<file path="config.mk">
export PLATFORM = sky130hd
export DESIGN_NAME = resp_request_parser
export DESIGN_NICKNAME = d
export VERILOG_FILES = /design/src/hdl/rrp_pkg.sv /design/src/hdl/rrp_front.sv /design/src/hdl/rrp_queue.sv /design/src/hdl/rrp_emit.sv /design/src/hdl/resp_request_parser.sv
export VERILOG_INCLUDE_DIRS = /design/src /design/src/hdl
export SDC_FILE = /design/constraint.sdc
export NUM_CORES = 1
export LEC_CHECK = 0
export ABC_CLOCK_PERIOD_IN_PS = 14100
export BUFFER_PORTS_ARGS = -buffer_cell sky130_fd_sc_hd__buf_2
export CORE_MARGIN = 10
export CORE_UTILIZATION = 67
export DETAILED_ROUTE_END_ITERATION = 6
export GPL_ROUTABILITY_DRIVEN = 0
export PLACE_DENSITY = 0.82
export SLEW_MARGIN = 20
export SYNTH_ARGS = -nofsm -noshare
export SYNTH_HDL_FRONTEND = slang
export SYNTH_SLANG_ARGS = --single-unit
</file>
<file path="constraint.sdc">
create_clock -name aclk -period 14.1 [get_ports aclk]
set_input_delay 2.82 -clock aclk [delete_from_list [all_inputs] [get_ports aclk]]
set_output_delay 2.82 -clock aclk [all_outputs]
set_load 0.005 [all_outputs]
</file>
<file path="src/hdl/resp_request_parser_assert.svh">
// Assertion macros shared by the request parser RTL.
`ifndef RESP_REQUEST_PARSER_ASSERT_SVH
`define RESP_REQUEST_PARSER_ASSERT_SVH

// Same-cycle implication, clocked on aclk, off while in reset.
`define RRP_ASSERT_NOW(label, ante, cons) \
    label: assert property (@(posedge aclk) disable iff (!aresetn) (ante) |-> (cons)) \
        else $error("parser check failed");

// Next-cycle implication, clocked on aclk, off while in reset.
`define RRP_ASSERT_NEXT(label, ante, cons) \
    label: assert property (@(posedge aclk) disable iff (!aresetn) (ante) |=> (cons)) \
        else $error("parser check failed");

`endif

</file>
<file path="src/hdl/rrp_pkg.sv">
// Shared types and result codes for the request parser.
`default_nettype none

package rrp_pkg;

    localparam logic [1:0] KIND_BYTE    = 2'd0;
    localparam logic [1:0] KIND_ARG_END = 2'd1;
    localparam logic [1:0] KIND_CMD_END = 2'd2;
    localparam logic [1:0] KIND_ERROR   = 2'd3;

    localparam logic [1:0] ERR_NUMBER = 2'd0;
    localparam logic [1:0] ERR_DOLLAR = 2'd1;
    localparam logic [1:0] ERR_LIMIT  = 2'd2;

    typedef struct packed {
        logic [1:0]  kind;
        logic [7:0]  data;
        logic [15:0] arg_count;
        logic [1:0]  err_code;
    } result_t;

    // One or two results produced by a single request byte.
    typedef struct packed {
        logic    two;
        result_t r0;
        result_t r1;
    } entry_t;

endpackage

`default_nettype wire

</file>
<file path="src/hdl/rrp_front.sv">
// Front end: takes request bytes, tracks parse state, builds result entries.
`default_nettype none

module rrp_front (
    input  wire logic              aclk,
    input  wire logic              aresetn,
    input  wire logic              cfg_we,
    input  wire logic              cfg_index,
    input  wire logic [30:0]       cfg_wdata,
    input  wire logic              s_valid,
    output logic                   s_ready,
    input  wire logic [7:0]        s_byte_req,
    input  wire logic              q_full,
    output logic                   q_push,
    output rrp_pkg::entry_t        q_entry
);

    localparam logic [3:0] M_IDLE    = 4'd0;
    localparam logic [3:0] M_COUNT   = 4'd1;
    localparam logic [3:0] M_DOLLAR  = 4'd2;
    localparam logic [3:0] M_LEN     = 4'd3;
    localparam logic [3:0] M_DATA    = 4'd4;
    localparam logic [3:0] M_SKIP1   = 4'd5;
    localparam logic [3:0] M_SKIP2   = 4'd6;
    localparam logic [3:0] M_INLINE  = 4'd7;
    localparam logic [3:0] M_DISCARD = 4'd8;

    localparam logic [1:0] PH_PRE  = 2'd0;
    localparam logic [1:0] PH_SIGN = 2'd1;
    localparam logic [1:0] PH_DIG  = 2'd2;
    localparam logic [1:0] PH_END  = 2'd3;

    localparam logic [7:0] CH_STAR   = 8'h2A;
    localparam logic [7:0] CH_DOLLAR = 8'h24;
    localparam logic [7:0] CH_LF     = 8'h0A;
    localparam logic [7:0] CH_CR     = 8'h0D;
    localparam logic [7:0] CH_PLUS   = 8'h2B;
    localparam logic [7:0] CH_MINUS  = 8'h2D;
    localparam logic [7:0] CH_0      = 8'h30;
    localparam logic [7:0] CH_9      = 8'h39;

    localparam logic [15:0] MAX_ARG_RESET  = 16'd1024;
    localparam logic [30:0] MAX_BULK_RESET = 31'd536870912;

    typedef struct packed {
        logic [31:0] accum;
        logic        neg;
        logic [1:0]  phase;
        logic        bad;
    } num_t;

    function automatic logic is_ws(input logic [7:0] c);
        is_ws = (c == 8'h20) || (c == 8'h09) || (c == CH_LF) || (c == 8'h0B) ||
                (c == 8'h0C) || (c == CH_CR);
    endfunction

    function automatic rrp_pkg::result_t mk(input logic [1:0] kind, input logic [7:0] data,
                                            input logic [15:0] cnt, input logic [1:0] err);
        rrp_pkg::result_t r;
        r.kind      = kind;
        r.data      = data;
        r.arg_count = cnt;
        r.err_code  = err;
        mk = r;
    endfunction

    function automatic num_t feed(input num_t st, input logic [7:0] c);
        num_t        r;
        logic        dig;
        logic [35:0] prod;
        r     = st;
        r.bad = 1'b0;
        dig   = (c >= CH_0) && (c <= CH_9);
        prod  = ({4'b0, st.accum} << 3) + ({4'b0, st.accum} << 1) + {32'b0, c[3:0]};
        case (st.phase)
            PH_PRE: begin
                if (is_ws(c)) begin
                    r.phase = PH_PRE;
                end else if (c == CH_PLUS) begin
                    r.phase = PH_SIGN;
                end else if (c == CH_MINUS) begin
                    r.neg   = 1'b1;
                    r.phase = PH_SIGN;
                end else if (!dig) begin
                    r.bad = 1'b1;
                end else begin
                    r.accum = {28'b0, c[3:0]};
                    r.phase = PH_DIG;
                end
            end
            PH_SIGN: begin
                if (!dig) begin
                    r.bad = 1'b1;
                end else begin
                    r.accum = {28'b0, c[3:0]};
                    r.phase = PH_DIG;
                end
            end
            PH_DIG: begin
                if (!dig) begin
                    r.phase = PH_END;
                end else if (prod[35:32] != 4'd0) begin
                    r.accum = 32'hFFFF_FFFF;
                end else begin
                    r.accum = prod[31:0];
                end
            end
            default: begin
                r.phase = st.phase;
            end
        endcase
        feed = r;
    endfunction

    logic [3:0]  mode_reg, mode_next;
    logic [31:0] accum_reg, accum_next;
    logic        neg_reg, neg_next;
    logic [1:0]  phase_reg, phase_next;
    logic        saw_cr_reg, saw_cr_next;
    logic [15:0] elements_reg, elements_next;
    logic [30:0] bytes_reg, bytes_next;
    logic        tok_reg, tok_next;
    logic [15:0] args_reg, args_next;
    logic [15:0] max_arg_reg;
    logic [30:0] max_bulk_reg;

    logic             accept;
    logic [7:0]       b;
    logic             two;
    logic             any;
    rrp_pkg::result_t res0, res1;

    assign s_ready = !q_full;
    assign accept  = s_valid && s_ready;
    assign b       = s_byte_req;

    always_comb begin
        logic        tok_cur;
        logic [15:0] args_cur;
        logic [15:0] args_inc;
        logic [15:0] el_dec;
        logic        do_inline;
        logic        num_bad;
        logic        zero_or_neg;
        logic [3:0]  fail_mode;
        num_t        st_a;
        num_t        st_b;

        mode_next     = mode_reg;
        accum_next    = accum_reg;
        neg_next      = neg_reg;
        phase_next    = phase_reg;
        saw_cr_next   = saw_cr_reg;
        elements_next = elements_reg;
        bytes_next    = bytes_reg;
        tok_next      = tok_reg;
        args_next     = args_reg;
        tok_cur       = tok_reg;
        args_cur      = args_reg;
        args_inc      = (args_reg != 16'hFFFF) ? args_reg + 16'd1 : args_reg;
        el_dec        = (elements_reg != 16'd0) ? elements_reg - 16'd1 : elements_reg;
        do_inline     = 1'b0;
        any           = 1'b0;
        two           = 1'b0;
        res0          = '0;
        res1          = '0;
        fail_mode     = (b == CH_LF) ? M_IDLE : M_DISCARD;
        st_a.accum    = accum_reg;
        st_a.neg      = neg_reg;
        st_a.phase    = phase_reg;
        st_a.bad      = 1'b0;
        st_b          = st_a;
        num_bad       = (phase_reg == PH_PRE) || (phase_reg == PH_SIGN) ||
                        (!neg_reg && (accum_reg > 32'h7FFF_FFFF)) ||
                        (neg_reg && (accum_reg > 32'h8000_0000));
        zero_or_neg   = neg_reg || (accum_reg == 32'd0);

        case (mode_reg)
            M_IDLE: begin
                args_next = 16'd0;
                tok_next  = 1'b0;
                tok_cur   = 1'b0;
                args_cur  = 16'd0;
                if (b == CH_STAR) begin
                    accum_next  = 32'd0;
                    neg_next    = 1'b0;
                    phase_next  = PH_PRE;
                    saw_cr_next = 1'b0;
                    mode_next   = M_COUNT;
                end else begin
                    mode_next = M_INLINE;
                    do_inline = 1'b1;
                end
            end
            M_COUNT, M_LEN: begin
                saw_cr_next = 1'b0;
                if (saw_cr_reg && (b == CH_LF)) begin
                    any = 1'b1;
                    if (num_bad) begin
                        res0      = mk(rrp_pkg::KIND_ERROR, 8'd0, 16'd0, rrp_pkg::ERR_NUMBER);
                        mode_next = M_IDLE;
                    end else if (mode_reg == M_COUNT) begin
                        if (zero_or_neg) begin
                            res0      = mk(rrp_pkg::KIND_CMD_END, 8'd0, 16'd0, 2'd0);
                            mode_next = M_IDLE;
                        end else if (accum_reg > {16'b0, max_arg_reg}) begin
                            res0      = mk(rrp_pkg::KIND_ERROR, 8'd0, 16'd0, rrp_pkg::ERR_LIMIT);
                            mode_next = M_IDLE;
                        end else begin
                            any           = 1'b0;
                            elements_next = accum_reg[15:0];
                            mode_next     = M_DOLLAR;
                        end
                    end else begin
                        if ((neg_reg && (accum_reg != 32'd0)) ||
                            (accum_reg > {1'b0, max_bulk_reg})) begin
                            res0      = mk(rrp_pkg::KIND_ERROR, 8'd0, 16'd0, rrp_pkg::ERR_LIMIT);
                            mode_next = M_IDLE;
                        end else begin
                            any        = 1'b0;
                            bytes_next = neg_reg ? 31'd0 : accum_reg[30:0];
                            mode_next  = zero_or_neg ? M_SKIP1 : M_DATA;
                        end
                    end
                end else begin
                    if (saw_cr_reg) begin
                        st_a = feed(st_a, CH_CR);
                    end
                    if (st_a.bad) begin
                        any       = 1'b1;
                        res0      = mk(rrp_pkg::KIND_ERROR, 8'd0, 16'd0, rrp_pkg::ERR_NUMBER);
                        mode_next = fail_mode;
                    end else if (b == CH_CR) begin
                        saw_cr_next = 1'b1;
                        accum_next  = st_a.accum;
                        neg_next    = st_a.neg;
                        phase_next  = st_a.phase;
                    end else begin
                        st_b       = feed(st_a, b);
                        accum_next = st_b.accum;
                        neg_next   = st_b.neg;
                        phase_next = st_b.phase;
                        if (st_b.bad) begin
                            any       = 1'b1;
                            res0      = mk(rrp_pkg::KIND_ERROR, 8'd0, 16'd0,
                                           rrp_pkg::ERR_NUMBER);
                            mode_next = fail_mode;
                        end
                    end
                end
            end
            M_DOLLAR: begin
                if (b == CH_DOLLAR) begin
                    accum_next  = 32'd0;
                    neg_next    = 1'b0;
                    phase_next  = PH_PRE;
                    saw_cr_next = 1'b0;
                    mode_next   = M_LEN;
                end else begin
                    any       = 1'b1;
                    res0      = mk(rrp_pkg::KIND_ERROR, 8'd0, 16'd0, rrp_pkg::ERR_DOLLAR);
                    mode_next = fail_mode;
                end
            end
            M_DATA: begin
                any        = 1'b1;
                res0       = mk(rrp_pkg::KIND_BYTE, b, 16'd0, 2'd0);
                bytes_next = bytes_reg - 31'd1;
                if (bytes_reg == 31'd1) begin
                    mode_next = M_SKIP1;
                end
            end
            M_SKIP1: begin
                mode_next = M_SKIP2;
            end
            M_SKIP2: begin
                any           = 1'b1;
                args_next     = args_inc;
                elements_next = el_dec;
                res0          = mk(rrp_pkg::KIND_ARG_END, 8'd0, 16'd0, 2'd0);
                if (el_dec == 16'd0) begin
                    two       = 1'b1;
                    res1      = mk(rrp_pkg::KIND_CMD_END, 8'd0, args_inc, 2'd0);
                    mode_next = M_IDLE;
                end else begin
                    mode_next = M_DOLLAR;
                end
            end
            M_INLINE: begin
                do_inline = 1'b1;
            end
            default: begin
                mode_next = (b == CH_LF) ? M_IDLE : M_DISCARD;
            end
        endcase

        if (do_inline) begin
            if (!is_ws(b)) begin
                any      = 1'b1;
                res0     = mk(rrp_pkg::KIND_BYTE, b, 16'd0, 2'd0);
                tok_next = 1'b1;
            end else begin
                tok_next = 1'b0;
                if (tok_cur) begin
                    any       = 1'b1;
                    args_next = args_inc;
                    res0      = mk(rrp_pkg::KIND_ARG_END, 8'd0, 16'd0, 2'd0);
                    if (b == CH_LF) begin
                        two       = 1'b1;
                        res1      = mk(rrp_pkg::KIND_CMD_END, 8'd0, args_inc, 2'd0);
                        mode_next = M_IDLE;
                    end
                end else if (b == CH_LF) begin
                    any       = 1'b1;
                    res0      = mk(rrp_pkg::KIND_CMD_END, 8'd0, args_cur, 2'd0);
                    mode_next = M_IDLE;
                end
            end
        end
    end

    assign q_push     = accept && any;
    assign q_entry.two = two;
    assign q_entry.r0  = res0;
    assign q_entry.r1  = res1;

    always_ff @(posedge aclk) begin
        if (!aresetn) begin
            max_arg_reg  <= MAX_ARG_RESET;
            max_bulk_reg <= MAX_BULK_RESET;
        end else if (cfg_we) begin
            if (cfg_index) begin
                max_bulk_reg <= cfg_wdata;
            end else begin
                max_arg_reg <= cfg_wdata[15:0];
            end
        end
    end

    always_ff @(posedge aclk) begin
        if (!aresetn) begin
            mode_reg     <= M_IDLE;
            accum_reg    <= 32'd0;
            neg_reg      <= 1'b0;
            phase_reg    <= PH_PRE;
            saw_cr_reg   <= 1'b0;
            elements_reg <= 16'd0;
            bytes_reg    <= 31'd0;
            tok_reg      <= 1'b0;
            args_reg     <= 16'd0;
        end else if (accept) begin
            mode_reg     <= mode_next;
            accum_reg    <= accum_next;
            neg_reg      <= neg_next;
            phase_reg    <= phase_next;
            saw_cr_reg   <= saw_cr_next;
            elements_reg <= elements_next;
            bytes_reg    <= bytes_next;
            tok_reg      <= tok_next;
            args_reg     <= args_next;
        end
    end

endmodule

`default_nettype wire

</file>
<file path="src/hdl/rrp_queue.sv">
// Small FIFO of result entries between the front end and the output stage.
`default_nettype none

module rrp_queue #(
    parameter int DEPTH = 4
) (
    input  wire logic            aclk,
    input  wire logic            aresetn,
    input  wire logic            push,
    input  wire rrp_pkg::entry_t push_entry,
    input  wire logic            pop,
    output rrp_pkg::entry_t      head,
    output logic                 not_empty,
    output logic                 full
);

    localparam int PTR_W = (DEPTH > 1) ? $clog2(DEPTH) : 1;
    localparam int CNT_W = $clog2(DEPTH + 1);
    localparam logic [PTR_W-1:0] PTR_LAST = PTR_W'(DEPTH - 1);
    localparam logic [CNT_W-1:0] CNT_FULL = CNT_W'(DEPTH);

    rrp_pkg::entry_t  mem [DEPTH];
    logic [PTR_W-1:0] wr_ptr_reg, rd_ptr_reg;
    logic [CNT_W-1:0] count_reg;

    assign head      = mem[rd_ptr_reg];
    assign not_empty = (count_reg != '0);
    assign full      = (count_reg == CNT_FULL);

    always_ff @(posedge aclk) begin
        if (push) begin
            mem[wr_ptr_reg] <= push_entry;
        end
    end

    always_ff @(posedge aclk) begin
        if (!aresetn) begin
            wr_ptr_reg <= '0;
            rd_ptr_reg <= '0;
            count_reg  <= '0;
        end else begin
            if (push) begin
                wr_ptr_reg <= (wr_ptr_reg == PTR_LAST) ? '0 : wr_ptr_reg + PTR_W'(1);
            end
            if (pop) begin
                rd_ptr_reg <= (rd_ptr_reg == PTR_LAST) ? '0 : rd_ptr_reg + PTR_W'(1);
            end
            if (push && !pop) begin
                count_reg <= count_reg + CNT_W'(1);
            end else if (pop && !push) begin
                count_reg <= count_reg - CNT_W'(1);
            end
        end
    end

endmodule

`default_nettype wire

</file>
<file path="src/hdl/rrp_emit.sv">
// Output stage: holds one entry and hands out its results one beat at a time.
`default_nettype none

module rrp_emit (
    input  wire logic            aclk,
    input  wire logic            aresetn,
    input  wire logic            q_not_empty,
    input  wire rrp_pkg::entry_t q_head,
    output logic                 q_pop,
    output logic                 m_valid,
    input  wire logic            m_ready,
    output logic [1:0]           m_kind,
    output logic [7:0]           m_data,
    output logic [15:0]          m_arg_count,
    output logic [1:0]           m_err_code,
    output logic                 m_last
);

    logic             valid_reg;
    logic             sel_reg;
    rrp_pkg::entry_t  hold_reg;
    rrp_pkg::result_t cur;
    logic             beat;
    logic             finish;

    assign cur    = sel_reg ? hold_reg.r1 : hold_reg.r0;
    assign beat   = valid_reg && m_ready;
    assign finish = beat && (!hold_reg.two || sel_reg);
    assign q_pop  = q_not_empty && (!valid_reg || finish);

    assign m_valid     = valid_reg;
    assign m_kind      = cur.kind;
    assign m_data      = cur.data;
    assign m_arg_count = cur.arg_count;
    assign m_err_code  = cur.err_code;
    assign m_last      = !hold_reg.two || sel_reg;

    always_ff @(posedge aclk) begin
        if (q_pop) begin
            hold_reg <= q_head;
        end
    end

    always_ff @(posedge aclk) begin
        if (!aresetn) begin
            valid_reg <= 1'b0;
            sel_reg   <= 1'b0;
        end else if (q_pop) begin
            valid_reg <= 1'b1;
            sel_reg   <= 1'b0;
        end else if (finish) begin
            valid_reg <= 1'b0;
            sel_reg   <= 1'b0;
        end else if (beat) begin
            sel_reg <= 1'b1;
        end
    end

endmodule

`default_nettype wire

</file>
<file path="src/hdl/resp_request_parser.sv">
// Request parser top level: front end, entry FIFO and output stage.
// With the output idle, a byte's entry passes through the FIFO and the output hold register.
// Throughput: one byte per cycle; while m_ready is high the output moves one result per cycle,
// so two-result bytes queue in the QUEUE_DEPTH-entry FIFO and s_ready drops while it is full.
// Reset (aresetn low, synchronous): limits return to 1024 and 2^29, parser idle,
// FIFO and output empty.
`default_nettype none

`include "resp_request_parser_assert.svh"

module resp_request_parser #(
    parameter int QUEUE_DEPTH = 4
) (
    input  wire logic        aclk,
    input  wire logic        aresetn,
    input  wire logic        cfg_we,
    input  wire logic        cfg_index,
    input  wire logic [30:0] cfg_wdata,
    input  wire logic        s_valid,
    output logic             s_ready,
    input  wire logic [7:0]  s_byte_req,
    output logic             m_valid,
    input  wire logic        m_ready,
    output logic [1:0]       m_kind,
    output logic [7:0]       m_data,
    output logic [15:0]      m_arg_count,
    output logic [1:0]       m_err_code,
    output logic             m_last
);

    logic            q_push;
    logic            q_pop;
    logic            q_full;
    logic            q_not_empty;
    rrp_pkg::entry_t q_in;
    rrp_pkg::entry_t q_head;

    rrp_front u_front (
        .aclk       (aclk),
        .aresetn    (aresetn),
        .cfg_we     (cfg_we),
        .cfg_index  (cfg_index),
        .cfg_wdata  (cfg_wdata),
        .s_valid    (s_valid),
        .s_ready    (s_ready),
        .s_byte_req (s_byte_req),
        .q_full     (q_full),
        .q_push     (q_push),
        .q_entry    (q_in)
    );

    rrp_queue #(
        .DEPTH (QUEUE_DEPTH)
    ) u_queue (
        .aclk       (aclk),
        .aresetn    (aresetn),
        .push       (q_push),
        .push_entry (q_in),
        .pop        (q_pop),
        .head       (q_head),
        .not_empty  (q_not_empty),
        .full       (q_full)
    );

    rrp_emit u_emit (
        .aclk        (aclk),
        .aresetn     (aresetn),
        .q_not_empty (q_not_empty),
        .q_head      (q_head),
        .q_pop       (q_pop),
        .m_valid     (m_valid),
        .m_ready     (m_ready),
        .m_kind      (m_kind),
        .m_data      (m_data),
        .m_arg_count (m_arg_count),
        .m_err_code  (m_err_code),
        .m_last      (m_last)
    );

    `RRP_ASSERT_NOW(a_no_push_full, q_push, !q_full)
    `RRP_ASSERT_NOW(a_data_only_bytes, m_valid && (m_kind != rrp_pkg::KIND_BYTE), m_data == 8'd0)
    `RRP_ASSERT_NOW(a_error_last, m_valid && (m_kind == rrp_pkg::KIND_ERROR), m_last)
    `RRP_ASSERT_NEXT(a_pop_fills_out, q_pop, m_valid)

endmodule

`default_nettype wire
</file>
==> metrics <==
outcome finished clean; Starting Density 68.2%; Clock transition at path regs 0.06 ns; Post-synth top cells edfxtp_1 (225), nand2_1 (210), a21oi_1 (185); Synth area leaders edfxtp_1 (33%), dfxtp_1 (16%), ha_1 (7.4%); Tcrit/Tclk final 44.1%; Post-synth ARST share 0%; Port Buf Inserts 75; Routed Antenna Nets 0; # clock sinks 385; first-pass GRT wire length 81200 um; row cnt 63; initial antenna violation count 0; Core Footprint 29800 um2; H-Tree Depth 2; top-level port count 76; vias in the first global route 15744; Cells after Synth 1945; measured slew at the worst slew-check pin 1.08 ns; initial drt markers 1865; DR vias 15820; fin. max-slew vios 0; critical-path maximum fanout 25; Layout Utilization 74.7%; syn nets 2113; Die Wd 194 um; Post-CTS Setup Bufs 0; Gates resized, CTS repair 0; CP endpoint kind register; gr usage total 25.7%; most common flop cell mapped by yosys edfxtp_1; CTS tree yes; final worst setup slack 7.88 ns; Layout area overhead 9.63%; minimum clock period 6.22 ns; kind of critical path primary input to register; Post-synth EDFFs 225; RSZ-0062 raised after global routing no; DR vias/cell 6.59; top-area cell type share of the netlist area 33.3%; most frequent cell after synthesis edfxtp_1; Die ar. 37700 um2; CP Launch Type primary input; PwrDens 169 nW/um2; max-cap violation count 0; largest net degree at the start of global routing 61; hold crit path type register to register; grt ovf 0; CTS Root Cell clkbuf_16; sequential area share after synthesis 49.0%; max FFs per register 180; Post-CTS Hold Buffers 0; Post-Synthesis Cell Area 20300 um2; Setup Skew 0.0210 ns; Num CTS Buffers 40; WL/cell 21.0 um; later-pin clock latency in the skew report 0.53 ns; detailed placement HPWL 33200 um; worst vdd ir 99.9 uV; nets 2145; DR DRC count 0; leading area contributor after synthesis edfxtp_1; die height 194 um; number of diodes 0; max_slew headroom 27.7%; Max clock buf depth 3; arrival time worst endpoint 6.62 ns; post-synth cell types 92; required time worst endpoint 14.50 ns; number of synthesized register bits 385; Fmax achieved 161 MHz; average cell area after synthesis 10.4 um2; Final Hold Vio Count 0; drt first pass iters 6; Sum Neg Setup Slack 0 ns; pre-CTS WS 7.37 ns; leakage power 0.00864 uW; layout cells sized above 1 13.9%; Yosys Warn Count 0; endpoints failing setup 0; total routed wirelength 50500 um
-- worst max-delay path, cell delays in order --
cell and delay [ns]:
buf_2 0.17, fa_1 0.54, fa_1 0.49, a211oi_1 0.30
o211ai_1 0.18, a211oi_2 0.36, o21ai_1 0.16, a21o_1 0.19
or2_2 0.28, a211oi_2 0.48, a21oi_4 0.28, a221o_2 0.37
-- kinds of logic (layout without fill, tap and decap cells) --
group | after synthesis | in the layout | synth area share [%]
multiplexers | 69 | 69 | 6.28
AND/OR/NAND/NOR | 635 | 635 | 15.3
adder cells (fa/ha/maj) | 123 | 123 | 7.69
AO/OA/AOI/OAI | 508 | 508 | 16.3
buffers and inverters | 183 | 247 | 3.57
XOR/XNOR | 42 | 42 | 1.81
flip-flops | 385 | 385 | 49.0
-- metrics by stage --
step	hold slack (ns)	cells	total power (uW)	cell area [um2]
after detailed placement	0.447	2325	2680	20900
after global routing	0.468	2399	3940	22300
final	0.452	2399	3760	22300
after floorplan	0.436	1945	2360	20300
after CTS	0.455	2399	3770	22300
after global placement	0.444	2325	2610	20900
-- cell type report --
type                    count  area (um2)
inverters                  84         318
fillers                  1956        7530
multi-input cells        1377        9660
flip-flops and latches    385        9960
clock inverters            21         244
repair buffers             89         480
clock buffers              53        1110
well taps                 390         488
-- cell usage in the layout, fill, tap and decap left out, types with 9 or more instances in the layout --
master and instances:
o21a_1 9, clkbuf_16 41, a21o_1 31, ha_1 120
a22oi_1 21, nor3_1 33, xor2_1 16, clkinv_2 11
a211o_1 11, nor2_1 164, a21oi_1 183, nand2b_1 13
and2_1 28, edfxtp_1 225, nor4_1 29, a211oi_1 16
nand2_1 210, xnor2_1 26, inv_1 82, a31oi_1 15
mux2_2 17, and3_1 12, or3_1 11, o21ai_0 93
nand4_1 19, nor2b_1 27, mux4_2 45, dfxtp_1 158
nand3_1 30, o211ai_1 17, a221o_2 19, buf_4 14
buf_2 75, nor3b_1 9
-- path summary, 6_finish.rpt --
kind                            start                  endpoint  slack [ns]  depth (start not counted)
max reg2reg      u_front.accum_reg[9]      u_queue.count_reg[1]        9.57                         13
min reg2reg  u_front.max_bulk_reg[22]  u_front.max_bulk_reg[22]        0.45                          2
max                     s_byte_req[3]     u_front.accum_reg[18]        7.88                         12
min          u_front.max_bulk_reg[22]  u_front.max_bulk_reg[22]        0.45                          2
-- power breakdown --
part / switching (uW) / leakage [uW] / total [uW] / internal (uW)
Combinational: 628 / 0.00449 / 1050 / 424
Clock: 434 / 0.000673 / 1080 / 650
Sequential: 143 / 0.00348 / 1620 / 1480
Total: 1200 / 0.00864 / 3760 / 2560
-- layer usage --
layer  wire [um]  up-vias  GRT usage, %
met1       19600     7597          30.6
met5           0        -             0
li1            -     7313             -
met4        1780        0          9.99
met3        3600      151          3.92
met2       25500      759          45.6
Power figures use the tool's default switching activity.
